$ cat src/hdl/wdl_pkg.sv
// ----------------------------------------------------------------------------
// wdl_pkg
// Shared types and constants of the weighted two-tap delay line.
// ----------------------------------------------------------------------------
package wdl_pkg;

  // defaults of the top-level parameters
  localparam int DEPTH_DEF       = 1024;
  localparam int SAMPLE_BITS_DEF = 16;

  // fixed register layout
  localparam int TAPS        = 2;
  localparam int CFG_LEN_W   = 11;
  localparam int WEIGHT_W    = 16;
  localparam int WEIGHT_FRAC = 14;
  localparam int CFG_DATA_W  = (CFG_LEN_W > WEIGHT_W) ? CFG_LEN_W : WEIGHT_W;
  localparam int CFG_IDX_W   = 3;

  // register indexes
  typedef enum logic [CFG_IDX_W-1:0] {
    REG_DELAY_LENGTH = 3'd0,
    REG_TAP_A_DELAY  = 3'd1,
    REG_TAP_B_DELAY  = 3'd2,
    REG_TAP_A_WEIGHT = 3'd3,
    REG_TAP_B_WEIGHT = 3'd4
  } cfg_reg_t;

  // where a tap takes its value from
  typedef enum logic [1:0] {
    SRC_NONE,
    SRC_INPUT,
    SRC_STORE
  } tap_src_t;

  // one multiply step handed from the ring control to the datapath
  typedef struct packed {
    logic     vld;
    logic     first;
    tap_src_t src;
  } mac_op_t;

  // width that holds a ring length up to depth and every tap delay
  function automatic int len_width(input int depth);
    int w;
    w = $clog2(depth + 1);
    return (w > CFG_LEN_W) ? w : CFG_LEN_W;
  endfunction

endpackage

$ cat src/hdl/wdl_ring.sv
// ----------------------------------------------------------------------------
// wdl_ring
// Ring control: clearing pass, write position, tap address generation and
// the read schedule of the delay store, tap a then tap b.
// ----------------------------------------------------------------------------
module wdl_ring
  import wdl_pkg::*;
#(
  parameter int DEPTH       = DEPTH_DEF,
  parameter int SAMPLE_BITS = SAMPLE_BITS_DEF
) (
  input  logic                               clk,
  input  logic                               rst,
  input  logic                               in_valid,
  output logic                               in_ready,
  input  logic [SAMPLE_BITS-1:0]             sample_in,
  input  logic                               room,
  input  logic [len_width(DEPTH)-1:0]        delay_length,
  input  logic [TAPS-1:0][CFG_LEN_W-1:0]     tap_delay,
  input  logic                               len_wr,
  output logic                               ram_we,
  output logic [$clog2(DEPTH)-1:0]           ram_waddr,
  output logic [SAMPLE_BITS-1:0]             ram_wdata,
  output logic                               ram_re,
  output logic [$clog2(DEPTH)-1:0]           ram_raddr,
  output mac_op_t                            op,
  output logic [SAMPLE_BITS-1:0]             op_x,
  output logic                               take
);

  localparam int AW = $clog2(DEPTH);
  localparam int LW = len_width(DEPTH);
  localparam logic [AW-1:0] LAST_ADDR = AW'(DEPTH - 1);

  logic                   clr_busy;
  logic [AW-1:0]          clr_addr;
  logic [AW-1:0]          wp;
  logic [AW-1:0]          wp_next;
  logic [LW-1:0]          wp_inc;
  logic                   ph;
  logic                   bpend;
  logic [SAMPLE_BITS-1:0] x_r;
  tap_src_t               src_a_r;
  tap_src_t               src_b_r;
  logic [AW-1:0]          addr_b_r;
  logic [AW-1:0]          wa_r;

  tap_src_t               tap_src  [TAPS];
  logic [AW-1:0]          tap_addr [TAPS];

  // tap address and source from the current write position
  for (genvar t = 0; t < TAPS; t++) begin : g_tap
    logic [LW-1:0] d;
    logic [LW-1:0] wpx;
    logic [LW-1:0] diff;
    logic [LW:0]   wrap;

    assign d    = LW'(tap_delay[t]);
    assign wpx  = LW'(wp);
    assign diff = wpx - d;
    assign wrap = {1'b0, wpx} + {1'b0, delay_length} - {1'b0, d};

    always_comb begin
      if (d == '0) begin
        tap_src[t] = SRC_INPUT;
      end else if (d <= delay_length) begin
        tap_src[t] = SRC_STORE;
      end else begin
        tap_src[t] = SRC_NONE;
      end
      if (wpx >= d) begin
        tap_addr[t] = diff[AW-1:0];
      end else begin
        tap_addr[t] = wrap[AW-1:0];
      end
    end
  end

  // handshake: no word during the clearing pass, a tap b read or with no free queue slot
  assign in_ready = !clr_busy && !ph && room;
  assign take     = in_valid && in_ready;

  // next write position, wraps at the active length
  assign wp_inc  = LW'(wp) + LW'(1);
  assign wp_next = (wp_inc >= delay_length) ? '0 : wp_inc[AW-1:0];

  // store write: zero sweep after reset, else the accepted word in the
  // cycle after accept, so both tap reads still see the old slot
  assign ram_we    = clr_busy || ph;
  assign ram_waddr = clr_busy ? clr_addr : wa_r;
  assign ram_wdata = clr_busy ? '0 : x_r;

  // store read: tap a on accept, tap b in the following cycle
  assign ram_re    = take || ph;
  assign ram_raddr = ph ? addr_b_r : tap_addr[0];

  // multiply step for the data returning from the store
  always_comb begin
    op.vld   = ph || bpend;
    op.first = ph;
    if (ph) begin
      op.src = src_a_r;
    end else if (bpend) begin
      op.src = src_b_r;
    end else begin
      op.src = SRC_NONE;
    end
  end
  assign op_x = x_r;

  // control state
  always_ff @(posedge clk) begin
    if (rst) begin
      clr_busy <= 1'b1;
      clr_addr <= '0;
      wp       <= '0;
      ph       <= 1'b0;
      bpend    <= 1'b0;
    end else begin
      if (clr_busy) begin
        clr_addr <= clr_addr + AW'(1);
        if (clr_addr == LAST_ADDR) begin
          clr_busy <= 1'b0;
        end
      end
      if (len_wr) begin
        wp <= '0;
      end else if (take) begin
        wp <= wp_next;
      end
      ph    <= take;
      bpend <= ph;
    end
  end

  // per-word payload
  always_ff @(posedge clk) begin
    if (take) begin
      x_r      <= sample_in;
      src_a_r  <= tap_src[0];
      src_b_r  <= tap_src[1];
      addr_b_r <= tap_addr[1];
      wa_r     <= wp;
    end
  end

endmodule

$ cat config.mk
export PLATFORM = sky130hd
export DESIGN_NAME = wdl_ring
export DESIGN_NICKNAME = d
export VERILOG_FILES = /design/src/hdl/wdl_pkg.sv /design/src/hdl/wdl_ring.sv
export SDC_FILE = /design/constraint.sdc
export NUM_CORES = 1
export LEC_CHECK = 0
export BUFFER_PORTS_ARGS = -buffer_cell sky130_fd_sc_hd__buf_4
export CORE_MARGIN = 5
export CORE_UTILIZATION = 45
export CTS_BUF_LIST = sky130_fd_sc_hd__clkbuf_4
export DETAILED_ROUTE_END_ITERATION = 10
export PLACE_DENSITY = 0.68
export SYNTH_ARGS = -nofsm -noshare
export SYNTH_HDL_FRONTEND = slang
export SYNTH_SLANG_ARGS = --single-unit
export TNS_END_PERCENT = 1
$ cat constraint.sdc
create_clock -name clk -period 10.48 [get_ports clk]
set_input_delay 1.572 -clock clk [delete_from_list [all_inputs] [get_ports clk]]
set_output_delay 1.572 -clock clk [all_outputs]
set_load 0.03 [all_outputs]
==> metrics.md <==
| Metric | Value |
|---|---|
| Leakage Power | 3.07 nW |
| Share of cells above drive strength 1 | 25.3% |
| Reg clk slew, reported paths | 120 ps |
| Status | complete, no violations |
| Initial detailed-routing violation count | 301 |
| Largest net degree at the start of global routing | 45 |
| Achievable frequency | 146 MHz |
| Top FF cell, synth | edfxtp_1 |
| Overflow after GRT | 0 |
| Number of port buffers | 113 |
| Fin. Hold Viols | 0 |
| Max_cap viols | 0 |
| Via-per-instance ratio | 5.65 |
| Final nets | 810 |
| Fin Clk Skew | 16.8 ps |
| Register area | 1660 sq um |
| Yosys cell types | 58 |
| Actual slew at the worst max-slew pin | 817 ps |
| Worst VDD drop | 68.5 uV |
| Routability Congestion | 0.866 |
| CP Capture Type | primary output |
| CP Launch Type | input port |
| RSZ-0062 raised after global routing | false |
| Period utilization | 65.5% |
| Initial Utilization | 46.1% |
| Final worst slack | 3620 ps |
| Pwr dens | 95.0 nW/um^2 |
| HPWL Detailed | 12000 microns |
| Asr flop ratio synth | 0% |
| Worst-path fanout max | 7 |
| Gr usage total | 20.7% |
| Synthesized net count | 693 |
| Max Root-Sink Buffers | 2 |
| First-pass GRT wire length | 23500 microns |
| Post-CTS setup buffer count | 0 |
| Initial antenna violation count | 1 |
| Die ar. | 14000 sq um |
| Post-synth EDFFs | 40 |
| Worst skew pair latency | 430 ps |
| Avg Inst Size Synth | 9.55 sq um |
| Drt total wl | 14800 microns |
| Gate Count Post-Synth | 554 |
| Num CTS Buffers | 9 |
| Post_cts resized | 0 |
| Vias after detailed routing | 4637 |
| Yosys reg bits | 63 |
| CTS H-tree depth | 3 |
| Worst EP required | 8910 ps |
| Setup violators final | 0 |
| Max-Slew Margin vs Limit | 45.0% |
| Wire per inst | 18.0 microns |
| Pre-CTS setup slack | 3640 ps |
| Die width | 118 microns |
| Yosys warns | 0 |
| DRC violations left | 0 |
| Design Area, Final | 6470 sq um |
| CORE AREA | 11500 sq um |
| Cts hold-fix bufs | 0 |
| Final min period | 6860 ps |
| Post-DRT Antenna Nets | 0 |
| CTS sink cnt | 63 |
| Drt first pass iters | 5 |
| Fillcell total | 1030 |
| Vias in the first global route | 4490 |
| Area of the multi-input gates | 3420 sq um |
| Seq/Total Area, Yosys | 31.4% |
| Die Y | 118 microns |
| Setup tns final | 0 ps |
| Pins Over Slew Limit | 0 |
| Hold Crit Class | reg2reg |
| I/O pins | 114 |
| Synth Cell Area | 5290 sq um |
| Critical Path AT | 5290 ps |
| WS Path Type | in2out |
| Root Driver | clkbuf_4 |
| Num rows | 39 |
| CTS tree | built |
| DP Area | 6310 sq um |
| Layout area overhead | 22.2% |
==> final timing paths <==
check | from | end | slack [ps] | cells past startpoint
worst max-delay path | delay_length[0] | ram_raddr[9] | 3620 | 18
worst min-delay path | clr_addr[8]$_SDFFE_PP0P_ | clr_addr[8]$_SDFFE_PP0P_ | 520 | 2
worst max register to register | wp[0]$_SDFFE_PP0P_ | addr_b_r[9]$_DFFE_PP_ | 6180 | 16
worst min register to register | clr_addr[8]$_SDFFE_PP0P_ | clr_addr[8]$_SDFFE_PP0P_ | 520 | 2
==> state kept, by name, summed over array words and instances (netlist names) <==
register / flops
clr_busy: 1
addr_b_r: 10
src_b_r: 2
wp: 10
bpend: 1
op_x: 16
src_a_r: 2
wa_r: 10
clr_addr: 10
ph: 1
==> power breakdown <==
part	internal (mW)	switching [mW]	total, mW
Clock	0.0972	0.0966	0.194
Combinational	0.0684	0.0854	0.154
Sequential	0.265	0.00113	0.267
==> cell type report <==
type,instances,share of cell area (%)
multi-input combinational,436,52.9
sequential,63,25.7
timing repair buffer,118,13.7
tap,143,2.77
inverter,43,2.50
clock inverter,7,1.41
clock buffer,9,1.04
antenna,1,0.0387
==> critical path, stage by stage <==
cell and delay [ps]:
buf_4 130, ha_1 220, fa_1 400, a21o_1 190, a21oi_1 220, nor2b_1 80, o21a_1 190, o41a_1 320
xor2_1 180, mux2_2 290, ha_1 360, and2_1 180, o21ai_0 140, o311ai_0 140, nor3_1 200, a21oi_1 60
o31a_1 250, buf_4 170
==> per-layer routing <==
layer | up-vias | track usage [%] | share of wire [%]
met5 | - | 0 | 0
met4 | 0 | 4.75 | 1.0
met3 | 12 | 4.30 | 8.0
met2 | 189 | 34.0 | 46
met1 | 2176 | 28.3 | 45
li1 | 2260 | - | -
==> cell families (layout without fill, tap and decap cells) <==
| family | after synthesis | in the layout | synth area share (%) |
|---|---|---|---|
| other | 0 | 1 | 0 |
| AOI/OAI and AO/OA | 115 | 115 | 14.9 |
| buffers and inverters | 55 | 177 | 4.00 |
| muxes | 30 | 30 | 6.31 |
| adders and majority gates | 85 | 85 | 20.5 |
| DFF | 63 | 63 | 31.4 |
| xor gates and xnor gates | 35 | 35 | 5.79 |
| and+or+nand+nor | 171 | 171 | 17.0 |
==> cell usage in the layout, fill, tap and decap left out, types with 9 or more instances in the layout <==
master      n
nor2_1     29
buf_4     118
nand2b_1   10
xor2_1     20
mux2_2     27
nand3_1    13
nor2b_1    24
clkbuf_4    9
a21oi_1    26
nand2_1    41
ha_1       82
o21ai_0    25
inv_1      42
a21o_1     22
edfxtp_1   40
xnor2_1    15
dfxtp_1    23
o21a_1     10
==> through the flow <==
step | total power, mW | cells | utilization, % | hold slack, ps
5_1_grt | 0.646 | 820 | 56.4 | 584
3_5_place_dp | 0.425 | 803 | 55.0 | 497
2_1_floorplan | 0.368 | 554 | - | 458
3_3_place_gp | 0.421 | 803 | 55.0 | 479
6_report | 0.614 | 820 | 56.4 | 521
4_1_cts | 0.619 | 819 | 56.4 | 515
==> cells in the mapped netlist, drive strengths merged (2+ instances only) <==
master	count	area share, %
a21oi	27	2.6
xor2	20	3.3
a21o	22	3.1
a31oi	4	0.87
edfxtp	40	23
nand2	41	2.9
ha	82	19
o21ai	27	2.6
o2111ai	2	0.33
nor4	8	0.95
o21a	10	1.4
fa	3	1.1
dfxtp	23	8.7
buf	3	0.31
inv	43	3.1
xnor2	15	2.5
nand3	13	1.2
nor2	29	2.1
o211ai	3	0.43
a211oi	5	0.71
mux2i	3	0.57
and4	3	0.50
nand2b	10	1.2
nor2b	24	2.8
and2	4	0.50
or4	3	0.43
or4b	3	0.57
o311ai	2	0.33
nand4	8	0.95
o21bai	3	0.43
and3	5	0.69
or3	5	0.59
mux2	27	5.7
or2	4	0.47
clkbuf	9	0.64
nor3	8	0.76
Power figures use the tool's default switching activity.
