### config.mk
export PLATFORM = sky130hd
export DESIGN_NAME = wdl_mac
export DESIGN_NICKNAME = d
export VERILOG_FILES = /design/src/hdl/wdl_pkg.sv /design/src/hdl/wdl_mac.sv
export SDC_FILE = /design/constraint.sdc
export NUM_CORES = 1
export LEC_CHECK = 0
export ABC_AREA = 1
export BUFFER_PORTS_ARGS = -buffer_cell sky130_fd_sc_hd__buf_4
export CAP_MARGIN = 20
export CORE_MARGIN = 2
export CORE_UTILIZATION = 55
export CTS_CLUSTER_DIAMETER = 200
export CTS_CLUSTER_SIZE = 14
export DETAILED_ROUTE_END_ITERATION = 16
export PLACE_DENSITY = 0.73
export SYNTH_ARGS = -nofsm -noshare
export SYNTH_HDL_FRONTEND = slang
export SYNTH_SLANG_ARGS = --single-unit
### constraint.sdc
create_clock -name clk -period 8.45 [get_ports clk]
set_input_delay 0.4225 -clock clk [delete_from_list [all_inputs] [get_ports clk]]
set_output_delay 0.4225 -clock clk [all_outputs]
set_load 0.05 [all_outputs]
### src/hdl/wdl_pkg.sv
// ----------------------------------------------------------------------------
// wdl_pkg
// Shared types and constants of the weighted two-tap delay line.
// ----------------------------------------------------------------------------
package wdl_pkg;

  // defaults of the top-level parameters
  localparam int DEPTH_DEF       = 1024;
  localparam int SAMPLE_BITS_DEF = 16;

  // fixed register layout
  localparam int TAPS        = 2;
  localparam int CFG_LEN_W   = 11;
  localparam int WEIGHT_W    = 16;
  localparam int WEIGHT_FRAC = 14;
  localparam int CFG_DATA_W  = (CFG_LEN_W > WEIGHT_W) ? CFG_LEN_W : WEIGHT_W;
  localparam int CFG_IDX_W   = 3;

  // register indexes
  typedef enum logic [CFG_IDX_W-1:0] {
    REG_DELAY_LENGTH = 3'd0,
    REG_TAP_A_DELAY  = 3'd1,
    REG_TAP_B_DELAY  = 3'd2,
    REG_TAP_A_WEIGHT = 3'd3,
    REG_TAP_B_WEIGHT = 3'd4
  } cfg_reg_t;

  // where a tap takes its value from
  typedef enum logic [1:0] {
    SRC_NONE,
    SRC_INPUT,
    SRC_STORE
  } tap_src_t;

  // one multiply step handed from the ring control to the datapath
  typedef struct packed {
    logic     vld;
    logic     first;
    tap_src_t src;
  } mac_op_t;

  // width that holds a ring length up to depth and every tap delay
  function automatic int len_width(input int depth);
    int w;
    w = $clog2(depth + 1);
    return (w > CFG_LEN_W) ? w : CFG_LEN_W;
  endfunction

endpackage

### src/hdl/wdl_mac.sv
// ----------------------------------------------------------------------------
// wdl_mac
// Shared tap multiplier, sum, rounding and saturation, and the result queue
// with its credit count toward the input side.
// ----------------------------------------------------------------------------
module wdl_mac
  import wdl_pkg::*;
#(
  parameter int SAMPLE_BITS = SAMPLE_BITS_DEF
) (
  input  logic                          clk,
  input  logic                          rst,
  input  mac_op_t                       op,
  input  logic [SAMPLE_BITS-1:0]        op_x,
  input  logic [SAMPLE_BITS-1:0]        rd_data,
  input  logic [TAPS-1:0][WEIGHT_W-1:0] tap_weight,
  input  logic                          take,
  output logic                          room,
  output logic                          out_valid,
  input  logic                          out_ready,
  output logic [SAMPLE_BITS-1:0]        sample_out
);

  localparam int PW      = SAMPLE_BITS + WEIGHT_W;
  localparam int ACW     = PW + 1;
  localparam int RW      = ACW + 1;
  localparam int Q_DEPTH = 4;
  localparam int QAW     = $clog2(Q_DEPTH);
  localparam int CW      = QAW + 1;

  localparam logic signed [RW-1:0] RND_HALF = RW'(1) << (WEIGHT_FRAC - 1);
  localparam logic signed [RW-1:0] SAT_HI =
    {{(RW - SAMPLE_BITS + 1){1'b0}}, {(SAMPLE_BITS - 1){1'b1}}};
  localparam logic signed [RW-1:0] SAT_LO =
    {{(RW - SAMPLE_BITS + 1){1'b1}}, {(SAMPLE_BITS - 1){1'b0}}};

  logic signed [SAMPLE_BITS-1:0] val;
  logic signed [WEIGHT_W-1:0]    wgt;
  logic signed [PW-1:0]          prod;
  logic signed [PW-1:0]          prod_a;
  logic signed [ACW-1:0]         acc;
  logic                          acc_vld;
  logic signed [RW-1:0]          rnd;
  logic signed [RW-1:0]          shf;
  logic [SAMPLE_BITS-1:0]        sat;

  logic [SAMPLE_BITS-1:0]        q_data [Q_DEPTH];
  logic [QAW-1:0]                q_wr;
  logic [QAW-1:0]                q_rd;
  logic [CW-1:0]                 q_cnt;
  logic [CW-1:0]                 inflight;
  logic                          pop;

  // operand select for the shared multiplier
  always_comb begin
    case (op.src)
      SRC_INPUT: val = op_x;
      SRC_STORE: val = rd_data;
      default:   val = '0;
    endcase
  end
  assign wgt  = op.first ? tap_weight[0] : tap_weight[1];
  assign prod = val * wgt;

  // tap a product, then the exact two-tap sum
  always_ff @(posedge clk) begin
    if (op.vld && op.first) begin
      prod_a <= prod;
    end
    if (op.vld && !op.first) begin
      acc <= ACW'(prod_a) + ACW'(prod);
    end
  end

  always_ff @(posedge clk) begin
    if (rst) begin
      acc_vld <= 1'b0;
    end else begin
      acc_vld <= op.vld && !op.first;
    end
  end

  // round half up, then clamp to the sample range
  assign rnd = RW'(acc) + RND_HALF;
  assign shf = rnd >>> WEIGHT_FRAC;

  always_comb begin
    if (shf > SAT_HI) begin
      sat = SAT_HI[SAMPLE_BITS-1:0];
    end else if (shf < SAT_LO) begin
      sat = SAT_LO[SAMPLE_BITS-1:0];
    end else begin
      sat = shf[SAMPLE_BITS-1:0];
    end
  end

  // result queue
  assign out_valid  = (q_cnt != '0);
  assign sample_out = q_data[q_rd];
  assign pop        = out_valid && out_ready;

  always_ff @(posedge clk) begin
    if (acc_vld) begin
      q_data[q_wr] <= sat;
    end
  end

  always_ff @(posedge clk) begin
    if (rst) begin
      q_wr  <= '0;
      q_rd  <= '0;
      q_cnt <= '0;
    end else begin
      if (acc_vld) begin
        q_wr <= q_wr + QAW'(1);
      end
      if (pop) begin
        q_rd <= q_rd + QAW'(1);
      end
      q_cnt <= q_cnt + CW'(acc_vld) - CW'(pop);
    end
  end

  // words accepted but not yet delivered, each owns a queue slot
  assign room = (inflight != CW'(Q_DEPTH));

  always_ff @(posedge clk) begin
    if (rst) begin
      inflight <= '0;
    end else begin
      inflight <= inflight + CW'(take) - CW'(pop);
    end
  end

endmodule

==> results.sh <==
export IMPL_status="complete, no violations"
export IMPL_rsz0062_at_grt="no"
export IMPL_timing_fmax_ghz=0.125
export IMPL_cts_tree="yes"
export IMPL_design_area_um2=20000
export IMPL_cts_buffer_depth=2
export IMPL_vias=14300
export IMPL_synth_seq_cells=129
export IMPL_clockRootBuffer="clkbuf_16"
export IMPL_row_count=65
export IMPL_slowest_stage="fa_1"
export IMPL_design_core_area_um2=31500
export IMPL_layout_drive_gt1_share_pct=11.3
export IMPL_required_ps=8620
export IMPL_syn_instance_count=2095
export IMPL_synth_top_area_cell="fa_1"
export IMPL_synth_flop_cell="edfxtp_1"
export IMPL_slew_viol_final=0
export IMPL_swShare_pct=52.3
export IMPL_power_frac_seq_pct=14.9
export IMPL_first_pass_iters=6
export IMPL_routabilityCongestion=0.948
export IMPL_synth_area_leaders="fa_1 30%, edfxtp_1 20%, inv_1 10%"
export IMPL_power_leakage_nw=10.1
export IMPL_insertion_delay_ps=430
export IMPL_wl_um=48700
export IMPL_nets=2739
export IMPL_total_power_mw=8.65
export IMPL_hold_violations=0
export IMPL_synth_edf_count=116
export IMPL_syn_area_per_cell_um2=8.35
export IMPL_place_area_um2=19400
export IMPL_synthArstFlopShare_pct=0
export IMPL_place_inst=2659
export IMPL_syn_to_final_growth_pct=14.3
export IMPL_wl_per_cell_um=18.1
export IMPL_worstPathMaxFanout=12
export IMPL_final_util_pct=63.5
export IMPL_ant_nets=0
export IMPL_reg2reg_slack_ps=6000
export IMPL_finalNonFillerCells=2693
export IMPL_timing_rr_start="prod_a[1]"
export IMPL_synth_top_cell_area_share_pct=30.2
export IMPL_synth_cell_types=47
export IMPL_ys_warn_count=0
export IMPL_grt_overflow_total=0
export IMPL_cp_arrival_ps=8160
export IMPL_clk_pin_slew_worst_paths_ps=60
export IMPL_setup_viol=0
export IMPL_post_cts_buffers=0
export IMPL_syn_num_nets=2557
export IMPL_ir_drop_uv=681
export IMPL_drc=0
export IMPL_criticalPathCategory="input port to flop"
export IMPL_io_buffers=89
export IMPL_htreeDepth=4
export IMPL_io_pins=90
export IMPL_die_area_um2=33300
export IMPL_final_setup_tns_ps=0
export IMPL_slowest_delay_ps=580
export IMPL_finClkSkew_ps=11.7
export IMPL_tightestPinTransition_ps=1000
export IMPL_r2r_end="acc[27]"
export IMPL_relSlewSlack_pct=33.3
export IMPL_endpoint="acc[28]"
export IMPL_period_share_pct=94.5
export IMPL_drv_cap=0
export IMPL_cts_buffers=17
export IMPL_die_height_um=182
export IMPL_internal_power_mw=4.12
export IMPL_first_global_vias=15300
export IMPL_viasPerCell=5.31
export IMPL_start_util_pct=55.6
export IMPL_grt_max_degree=36
export IMPL_fin_crit_ps=7990
export IMPL_startpoint="op[1]"
export IMPL_clockPowerShare_pct=8.7
export IMPL_ys_seq_area_share_pct=21.4
export IMPL_synth_area_um2=17500
export IMPL_worstSetupStartpointType="input port"
export IMPL_cts_sinks=129
export IMPL_path_common_cell="nand2_1"
export IMPL_antenna_found_initial=1
export IMPL_drt_iter0_drc=1226
export IMPL_grtUsageTotal_pct=31.5
export IMPL_rr_worst_depth=10
export IMPL_grt_pass1_wl_um=80300
export IMPL_dp_hpwl_um=41300
export IMPL_power_density_nw_per_um2=432
export IMPL_combPwrFrac_pct=76.4
export IMPL_die_w_um=182
export IMPL_hold_class="input port to flop"
export IMPL_power_switching_mw=4.52
export IMPL_endpoint_kind="flop"
cells in the mapped netlist (2+ instances only):
master,number
inv_1,483
nand2_1,404
fa_1,264
nor2_1,263
ha_1,126
edfxtp_1,116
o21ai_0,81
a21oi_1,70
nand3_1,47
xor2_1,41
clkbuf_1,36
xnor2_1,24
o22ai_1,16
a22o_1,15
nor3_1,14
dfxtp_1,13
a21o_1,12
nand4_1,11
a31oi_1,7
clkinv_1,4
nor3b_1,4
o21bai_1,4
a211oi_1,3
and3_1,3
clkbuf_2,3
o211ai_1,3
o21a_1,3
o21ai_1,3
nand3_2,2
nor2_2,2
o21bai_2,2
logic make-up (layout without fill, tap and decap cells):
kind of cell,count (synthesis),after routing,synth area share (%)
AO/OA/AOI/OAI,224,224,7.43
adder cells (fa/ha/maj),390,390,39.2
flip-flops,129,129,21.4
buffers and inverters,530,725,11.5
XOR/XNOR,66,66,3.35
AND/OR/NAND/NOR,756,756,17.2
other,0,1,0
routing by layer:
metal  GRT usage (%)  share of wire, %
met1            44.9                45
met2            48.9                44
met3            7.04               8.1
met4            8.45               2.7
met5               0                 0
critical path: cells and delay by family:
family | cells | cell delay, ps
adder cells (fa/ha/maj) | 9 | 4070
buffers and inverters | 8 | 940
AO/OA/AOI/OAI | 4 | 750
AND/OR/NAND/NOR | 13 | 1730
XOR/XNOR | 1 | 220
registers in the layout (all words and copies together), names as in the netlist, named ones only:
name      cells
q_data       64
acc          20
q_wr          2
inflight      3
prod_a       32
q_cnt         3
q_rd          2
acc_vld       1
stage by stage:
step           hold WS, ps  worst slack [ps]
6_report               268               464
5_1_grt                270              29.0
4_1_cts                263               175
3_5_place_dp           502              -225
3_3_place_gp           488              -111
2_1_floorplan          474               753
worst min path at each step:
stage | startpoint | end | slack, ps | depth (start not counted)
finish | rst | inflight[1] | 270 | 2
global route | rst | inflight[1] | 270 | 2
CTS | rst | inflight[1] | 260 | 2
detailed placement | q_wr[0] | q_wr[0] | 500 | 2
global placement | q_wr[0] | q_wr[0] | 490 | 2
floorplan | q_wr[0] | q_wr[0] | 470 | 2
final cells by class:
cell class	instances	area (um2)
tap	402	503
inverter	487	1840
fill	2735	11500
clock inverter	15	171
multi-input combinational	1436	11800
clock buffer	17	425
timing repair buffer	205	1540
timing repair inverter	1	7.51
antenna	1	2.50
sequential	129	3740
power by group through the flow:
stage	combinational (mW)	clock (mW)	sequential, mW
floorplan	4.28	0	1.24
detailed placement	6.51	0	1.30
global placement	6.49	0	1.29
finish	6.60	0.756	1.29
global route	7.42	0.794	1.30
CTS	6.57	0.765	1.28
cell usage in the layout, fill, tap and decap left out, types with 3 or more instances in the layout:
cell        Yosys  final
inv_1         483    481
nand2_1       404    402
fa_1          264    264
nor2_1        263    260
buf_4           1    205
ha_1          126    124
edfxtp_1      116    116
o21ai_0        81     81
a21oi_1        70     70
nand3_1        47     47
xor2_1         41     41
xnor2_1        24     24
clkbuf_16       0     17
o22ai_1        16     16
a22o_1         15     15
nor3_1         14     14
dfxtp_1        13     13
a21o_1         12     12
nand4_1        11     11
a31oi_1         7      7
inv_6           0      6
clkinv_1        4      5
clkinvlp_4      0      5
nor2_2          2      5
o21bai_1        4      4
nor3b_1         4      4
nand2_2         1      3
o21ai_1         3      3
o21a_1          3      3
and3_1          3      3
o211ai_1        3      3
a211oi_1        3      3
what timing repair did:
item | in CTS | in global routing
hold buffers | 0 | 0
gates resized for setup | 0 | 10
setup endpoints to repair | 0 | 13
Power figures use the tool's default switching activity.
